### config.mk
export PLATFORM = sky130hd
export DESIGN_NAME = flag_word_stack
export DESIGN_NICKNAME = d
export VERILOG_FILES = /design/src/rtl/fws_pkg.sv /design/src/rtl/flag_word_stack.sv
export SDC_FILE = /design/constraint.sdc
export NUM_CORES = 1
export LEC_CHECK = 0
export ABC_AREA = 1
export BUFFER_PORTS_ARGS = -buffer_cell sky130_fd_sc_hd__buf_2
export CAP_MARGIN = 0
export CORE_ASPECT_RATIO = 0.75
export CORE_UTILIZATION = 62
export CTS_CLUSTER_SIZE = 24
export DETAILED_ROUTE_END_ITERATION = 10
export GPL_ROUTABILITY_DRIVEN = 0
export PLACE_DENSITY_LB_ADDON = 0.1
export SLEW_MARGIN = 15
export SYNTH_ARGS = -nofsm -noshare
export SYNTH_HDL_FRONTEND = slang
export SYNTH_SLANG_ARGS = --single-unit
### constraint.sdc
create_clock -name i_clk -period 3.77 [get_ports i_clk]
set_input_delay 0.5655 -clock i_clk [delete_from_list [all_inputs] [get_ports i_clk]]
set_output_delay 0.5655 -clock i_clk [all_outputs]
set_load 0.005 [all_outputs]
### src/rtl/fws_pkg.sv
// Package for the flag word stack: sizes, operation and status codes,
// and the request and result payload types.
// Depends on nothing; used by flag_word_stack.
package fws_pkg;

    localparam int DEPTH      = 32;
    localparam int FLAG_WIDTH = 8;
    localparam int PTR_W      = $clog2(DEPTH);

    localparam logic [FLAG_WIDTH-1:0] DEFAULT_FLAGS = '0;

    localparam logic [2:0] FUNC_LOAD = 3'd0;
    localparam logic [2:0] FUNC_OR   = 3'd1;
    localparam logic [2:0] FUNC_CLR  = 3'd2;
    localparam logic [2:0] FUNC_PUSH = 3'd3;
    localparam logic [2:0] FUNC_POP  = 3'd4;
    localparam logic [2:0] FUNC_SWAP = 3'd5;

    localparam logic [1:0] STATUS_OK        = 2'd0;
    localparam logic [1:0] STATUS_UNDERFLOW = 2'd1;
    localparam logic [1:0] STATUS_OVERFLOW  = 2'd2;

    typedef struct packed {
        logic [2:0] func;
        logic [7:0] flag_value;
    } t_req;

    typedef struct packed {
        logic [7:0] top_flags;
        logic [4:0] stack_level;
        logic [1:0] status;
    } t_rsp;

endpackage

### src/rtl/flag_word_stack.sv
// Flag word stack: load, or, clear, push, a refused pop and an unknown code are
// answered from the request itself; pop and swap also pass through a read state,
// stalling the input while they wait on the registered read of the entry store.
// Every request gives one result, held in an output register until taken.
// Reset (i_rst_n low, synchronous) clears the level, the top word, the
// entry valid bits and both handshakes at once; no clearing pass is needed.
// Depends on fws_pkg.
module flag_word_stack import fws_pkg::*; (
    input  logic i_clk,
    input  logic i_rst_n,
    input  logic i_in_valid,
    output logic o_in_stall,
    input  t_req i_in_data,
    output logic o_out_valid,
    input  logic i_out_stall,
    output t_rsp o_out_data
);

    localparam logic ST_IDLE = 1'b0;
    localparam logic ST_READ = 1'b1;
    localparam logic [PTR_W-1:0] LAST_IDX = PTR_W'(DEPTH - 1);
    localparam logic [PTR_W-1:0] ONE_IDX  = PTR_W'(1);

    // The top word lives in r_top; the store holds the entries beneath it and
    // the last contents of entries above it.
    logic [FLAG_WIDTH-1:0] mem [DEPTH];
    logic [DEPTH-1:0]      r_vld;
    logic [FLAG_WIDTH-1:0] r_rd_data;
    logic                  r_rd_vld;

    logic                  r_state, n_state;
    logic [PTR_W-1:0]      r_sp, n_sp;
    logic [FLAG_WIDTH-1:0] r_top, n_top;
    logic                  r_out_vld, n_out_vld;
    t_rsp                  r_out, n_out;

    logic                  accept, out_free;
    logic                  mem_we, mem_re;
    logic [PTR_W-1:0]      wr_addr, rd_addr, other;
    logic [FLAG_WIDTH-1:0] val, rd_word;

    assign out_free   = !r_out_vld || !i_out_stall;
    assign o_in_stall = (r_state == ST_READ) || !out_free;
    assign accept     = i_in_valid && !o_in_stall;
    assign val        = i_in_data.flag_value[FLAG_WIDTH-1:0];
    assign other      = (r_sp == '0) ? ONE_IDX : r_sp - ONE_IDX;
    assign rd_word    = r_rd_vld ? r_rd_data : '0;

    assign o_out_valid = r_out_vld;
    assign o_out_data  = r_out;

    always_comb begin
        n_state   = r_state;
        n_sp      = r_sp;
        n_top     = r_top;
        n_out_vld = r_out_vld && i_out_stall;
        n_out     = r_out;
        mem_we    = 1'b0;
        mem_re    = 1'b0;
        wr_addr   = r_sp;
        rd_addr   = other;
        if (r_state == ST_READ) begin
            n_top     = rd_word;
            n_state   = ST_IDLE;
            n_out_vld = 1'b1;
            n_out     = '{top_flags: 8'(rd_word), stack_level: 5'(r_sp),
                          status: STATUS_OK};
        end else if (accept) begin
            n_out_vld = 1'b1;
            n_out     = '{top_flags: 8'(r_top), stack_level: 5'(r_sp),
                          status: STATUS_OK};
            unique case (i_in_data.func)
                FUNC_LOAD: n_top = val;
                FUNC_OR:   n_top = r_top | val;
                FUNC_CLR:  n_top = r_top & ~val;
                FUNC_PUSH: begin
                    if (r_sp == LAST_IDX) begin
                        n_out.status = STATUS_OVERFLOW;
                    end else begin
                        // The old top is written back; the new top is its copy.
                        mem_we  = 1'b1;
                        wr_addr = r_sp;
                        n_sp    = r_sp + ONE_IDX;
                    end
                end
                FUNC_POP: begin
                    if (r_sp == '0) begin
                        n_out.status = STATUS_UNDERFLOW;
                    end else begin
                        mem_we    = 1'b1;
                        wr_addr   = r_sp;
                        mem_re    = 1'b1;
                        rd_addr   = r_sp - ONE_IDX;
                        n_sp      = r_sp - ONE_IDX;
                        n_state   = ST_READ;
                        n_out_vld = 1'b0;
                    end
                end
                FUNC_SWAP: begin
                    // Read-before-write on the same entry gives the old word.
                    mem_we    = 1'b1;
                    wr_addr   = other;
                    mem_re    = 1'b1;
                    rd_addr   = other;
                    n_state   = ST_READ;
                    n_out_vld = 1'b0;
                end
                default: ;
            endcase
            if (n_state == ST_IDLE) begin
                n_out.top_flags   = 8'(n_top);
                n_out.stack_level = 5'(n_sp);
            end
        end
    end

    always_ff @(posedge i_clk) begin
        if (mem_we) begin
            mem[wr_addr] <= r_top;
        end
        if (mem_re) begin
            r_rd_data <= mem[rd_addr];
        end
    end

    always_ff @(posedge i_clk) begin
        if (!i_rst_n) begin
            r_vld    <= '0;
            r_rd_vld <= 1'b0;
        end else begin
            if (mem_re) begin
                r_rd_vld <= r_vld[rd_addr];
            end
            if (mem_we) begin
                r_vld[wr_addr] <= 1'b1;
            end
        end
    end

    always_ff @(posedge i_clk) begin
        if (!i_rst_n) begin
            r_state   <= ST_IDLE;
            r_sp      <= '0;
            r_top     <= DEFAULT_FLAGS;
            r_out_vld <= 1'b0;
        end else begin
            r_state   <= n_state;
            r_sp      <= n_sp;
            r_top     <= n_top;
            r_out_vld <= n_out_vld;
        end
    end

    always_ff @(posedge i_clk) begin
        r_out <= n_out;
    end

endmodule

# == Yosys cells after proc, flatten, opt, wreduce, memory -nomap -nowiden ==
# Memory sizes are Yosys's and may differ from the RTL's. A register that Yosys moved wholly into a read port is not among the register bits.
# Index checks and enable logic that the tools add are counted.
# classes
n_addsub,2
mul,0
div_mod_pow,0
order_cmp,3
n_eq_ne,6
n_shift,0
mux,41
n_bitwise,7
reduce_logical,14
# op_table
op,count
$mux 5,10
$or 32x32->32,1
$mux 15,2
$mux 8,3
$pmux 8 s3,1
$mux 1,16
$mux 13,1
$lt 5x6->1 const B,2
$pmux 5 s2,1
$and 8x8->8,1
$not 8->8,1
$or 8x8->8,1
$eq 3x2->1 const B,2
$eq 3x3->1 const B,2
$add 5x1->5 const B,1
$bmux 1 s5,1
$demux 1 s5,1
$eq 5x5->1 const B,1
$ge 5x1->1 const B,1
$logic_not 5->1,1
$sub 5x1->5 const B,1
$logic_not 1->1,4
$pmux 1 s2,2
$pmux 2 s2,1
10 further kinds,15
# word_totals
ff_bits,63
latchBits,0
mem_bits_rw,256
rom_bits,0
input_bits,15
output_inout_bits,17
wordCells,83
memories,1
# mem_list
memory,depth,word_bits,read_ports,rd_clocked_by_memory_dff,write_ports,line,source
mem,32,8,1,1,1,flag_word_stack.sv:26,logic [FLAG_WIDTH-1:0] mem [DEPTH];

# == Logic depth before layout (Yosys ltp) ==
# logic_depth
word_depth,13
depth_mapped,16
depth_no_buf,14

# == Least setup slack after synthesis ==
# No wires, ideal clock.
# synth_path
kind,register -> register
start,reg r_sp[0]
end,"mem mem[0][0], enable pin"
setup_ns,0.324
t_arrival_ns,2.279
t_required_ns,3.446
slack_ns,1.167
stages_incl_launch_ff,13
n_path_buf,2
synth_period_minus_slack_ns,2.603
path_cell_list,dfxtp_1 > inv_1 > ha_1 > nand3_2 > buf_4 > ha_1 > clkbuf_1 > nand2_2 > o21ai_2 > inv_4 > nor3_4 > nand2_1 > inv_1
# synth_via
elab_chain_cells,7
elab_cells_between_ends,14
classes_between,add/sub: 1; eq/ne: 1; mux: 11; reduce/logical: 1
# synth_lines
element,line,source
"start, declared",flag_word_stack.sv:32,"logic [PTR_W-1:0] r_sp, n_sp;"
"start signal, assigned",flag_word_stack.sv:148,r_sp <= n_sp;
$eq 5x5->1 / $logic_not 5->1 (equally long branches),"flag_word_stack.sv:77, flag_word_stack.sv:46, flag_word_stack.sv:87",
$mux 1 (on tied branches),"flag_word_stack.sv:77, flag_word_stack.sv:87",
$pmux 1 s3,flag_word_stack.sv:72,unique case (i_in_data.func)
$mux 1,flag_word_stack.sv:68,end else if (accept) begin
$mux 1,flag_word_stack.sv:62,if (r_state == ST_READ) begin
$mux 1,flag_word_stack.sv:118,if (mem_we) begin
$mux 1 (implied by the code),flag_word_stack.sv:119,mem[wr_addr] <= r_top;
"end, declared",flag_word_stack.sv:26,
# Parallel ways exist; a longest one is shown, timed or not.

# == Final worst setup path ==
# layout_path
start,reg r_sp[0]
end,"reg r_rd_data[2], read port of mem (data pin)"
# layout_via
elab_chain_cells,6
elab_cells_between_ends,11
classes_between,add/sub: 1; mux: 9; reduce/logical: 1
# layout_lines
element,line,source
$sub 5x1->5 / $logic_not 5->1 (equally long branches),"flag_word_stack.sv:46, flag_word_stack.sv:93, flag_word_stack.sv:87",
$mux 5,flag_word_stack.sv:46,assign other = (r_sp == '0) ? ONE_IDX : r_sp - ONE_IDX;
$mux 5,flag_word_stack.sv:87,if (r_sp == '0) begin
$mux 5,flag_word_stack.sv:72,
$mux 5,flag_word_stack.sv:68,
$mux 5,flag_word_stack.sv:62,
"end, declared",flag_word_stack.sv:28,logic [FLAG_WIDTH-1:0] r_rd_data;
# Parallel ways exist; a longest one is shown, timed or not.
# A chain may end at the register's enable or synchronous reset.

==> impl_results.md <==
* Outcome: complete, no violations
* Async SR Flop Fraction at 0%
* CTS Sinks at 327
* Via density at 5.92
* Switching part of the total at 26.5%
* Antenna viol nets, final at 0
* Area after DPL at 0.0142 sq mm
* Worst hold margin at 0.393 ns
* Post-synth EDFFs at 277
* TritonCTS Buffers at 31
* Register bit total from synthesis at 327
* Clock latency on the worst-skew pair at 0.55 ns
* Tmin final at 3.34 ns
* Area Overhead vs Synth at 10.5%
* RSZ-0062 raised after global routing: no
* Hold WC Path Type: in2reg
* Reg-to-Reg Start: r_sp[0]
* Normalized max-slew margin at 37.9%
* Warnings from Yosys at 0
* Synth unique cells at 34
* R2r endpoint: r_rd_data[2]
* Post-route cell area at 0.0152 sq mm
* R2R depth at 11
* Setup WS pre-CTS at 0.530 ns
* # Post-CTS Setup Buffers at 0
* Synth cell count leaders: nand2_1, edfxtp_1, nand3_1
* Cell taking the most area after synthesis: edfxtp_1
* Largest net degree at the start of global routing at 131
* Primary FF master, synth: edfxtp_1
* Critical Path Fanout Max at 18
* Global-route wire length before repair at 51,400 um
* Static Leak at 5.89 nW
* Buffers added on ports at 31
* Post-Route WL at 32,900 um
* P_sw at 2.23 mW
* Fmax achieved at 0.299 GHz
* Internal Power at 6.17 mW
* Post-Syn Instances at 1,323
* Pwr dens at 552 mW/mm^2
* Post-DR wirelength/cell at 19.9 um
* Most common cell in the netlist: nand2_1
* DRC at 0
* CTS Root Cell: clkbuf_16
* Number of global-route vias before repair at 9,210
* Core box area at 0.0215 sq mm
* GRT overflow at 0
* Syn_nets at 1,342
* Worst Hold End: r_top[0]
* Die X at 174 um
* Post-synthesis sequential area ratio at 67.6%
* # IOs at 32
* Worst slew pin tran at 0.931 ns
* R2R Setup Slk at 0.43 ns
* Startpoint types: flop
* Mean post-synth cell area at 10.4 sq um
* Worst Setup End Kind: flop
* Maximum vdd drop at 0.463 mV
* Detailed Routing Iterations Pass 1 at 7
* DRT iter0 DRCs at 1,199
* Synth area leaders: edfxtp_1, nand2_1, nand3_1
* Clock skew at 0.0103 ns
* Max-Cap Viols at 0
* Worst Path Arrival at 3.65 ns
* Period utilization at 88.7%
* Hold-fix buffers, CTS at 0
* Setup WS post-layout at 0.425 ns
* Power share of the sequential group at 48.4%
* ANT cells at 0
* Final setup fails at 0
* Filler cells at 1,583
* Sum of negative setup slack at 0 ns
* Syn Std Cell Area at 0.0138 sq mm
* H-tree levels at 1
* TritonCTS clock tree: built
* Longest Clk Path Bufs at 3
* Worst EP required at 4.07 ns
* Clock slew at reported path FFs at 0.07 ns
* Hpwl dp at 20,200 um
* Hold depth at 3
* Count of pins over their slew limit at 0
* Final Hold Viols at 0
* DIE AREA at 0.0229 sq mm
* Vias at 9,774
* Layout cells sized above 1 at 8.87%
* Hold path startpoint: i_rst_n
* Gate power share at 15.3%
* NumNets Final at 1,361
* Reg area at 0.00932 sq mm
* # rows at 46
* Top-area cell type share of the netlist area at 60.3%
* Clk pwr share at 36.3%
* Post_cts resized at 0
* Multi-input gate area at 0.00378 sq mm
* Setup CP Type: reg2reg
* Initial Util at 64.2%
* Antenna violations before repair at 0
* Overall Global Routing Usage at 29.2%
* Die Ht at 131 um
[sequential cells by signal (all words and copies together) (netlist names)]
name	flops
r_sp	5
r_rd_vld	1
r_top	8
o_out_data	15
o_out_valid	1
r_vld	32
r_rd_data	8
r_state	1
mem	256
[power by group through the flow]
stage	registers (mW)	logic [mW]	clock network [mW]
2_1_floorplan	4.17	0.813	0
3_3_place_gp	4.14	1.25	0
3_5_place_dp	4.14	1.27	0
4_1_cts	4.07	1.28	3.07
5_1_grt	4.07	1.40	3.19
6_report	4.07	1.29	3.05
[cells in the final DEF (no fill, tap or decap), types with 2 or more instances in the layout]
| cell | count |
|---|---|
| o22ai_1 | 2 |
| nor2_1 | 40 |
| buf_4 | 22 |
| o21ai_1 | 4 |
| clkinv_2 | 3 |
| clkbuf_1 | 13 |
| nand3_2 | 2 |
| buf_12 | 3 |
| nand2_1 | 366 |
| buf_2 | 31 |
| nand3_1 | 270 |
| inv_2 | 5 |
| dfxtp_1 | 50 |
| nor3_4 | 4 |
| clkbuf_16 | 31 |
| xor2_1 | 2 |
| ha_1 | 3 |
| clkbuf_8 | 4 |
| o21ai_0 | 48 |
| inv_1 | 98 |
| clkinv_1 | 5 |
| edfxtp_1 | 277 |
| a21oi_1 | 57 |
| nand4_1 | 2 |
| bufinv_16 | 3 |
| nand2_2 | 4 |
| o221ai_1 | 2 |
| nand3_4 | 2 |
[cell families after synthesis]
kind of cell	synth area share [%]
AND/OR/NAND/NOR	22.2
adder cells (fa/ha/maj)	0.363
flip-flops	67.6
XOR/XNOR	0.127
buffers and inverters	5.14
AO/OA/AOI/OAI	4.59
[worst max-delay path by stage]
stage	slack, ns	cells after the start	start	endpoint
2_1_floorplan	1.17	12	r_sp[0]	mem[0][0]
3_3_place_gp	0.57	11	r_sp[0]	r_rd_data[7]
3_5_place_dp	0.53	11	r_sp[0]	r_rd_data[5]
4_1_cts	0.51	11	r_sp[0]	r_rd_data[0]
5_1_grt	0.19	10	r_sp[0]	mem[5][5]
6_report	0.43	11	r_sp[0]	r_rd_data[2]
[layout make-up]
cell class	instances	area share, %
inverters	108	2.69
multi-input cells	818	24.8
clock buffers	48	5.77
flip-flops and latches	327	61.2
repair buffers	56	2.50
well taps	288	2.37
clock inverters	7	0.706
[stage by stage]
step	cells	total power, mW	utilization [%]
after global placement	1597	5.39	66.4
after CTS	1652	8.41	71.0
final	1652	8.40	71.0
after floorplan	1323	4.98	-
after global routing	1652	8.67	71.0
after detailed placement	1597	5.41	66.4
[critical path, stage by stage, from the launching register on]
cell,delay (ns)
dfxtp_1,0.53
inv_1,0.17
ha_1,0.28
nand3_2,0.29
nand2_2,0.35
inv_2,0.45
buf_4,0.32
nand3_1,0.12
nand3_1,0.10
nand3_1,0.18
nand3_1,0.21
nand2_1,0.07
[layer usage]
| layer | vias to the layer above | global-route usage [%] | routed length, um |
|---|---|---|---|
| li1 | 4570 | - | - |
| met1 | 4666 | 44.9 | 14400 |
| met2 | 471 | 44.3 | 14900 |
| met3 | 67 | 3.50 | 2800 |
| met4 | 0 | 7.99 | 734 |
| met5 | - | 0 | 0 |
Note: power is estimated with default switching activity, not from simulation.
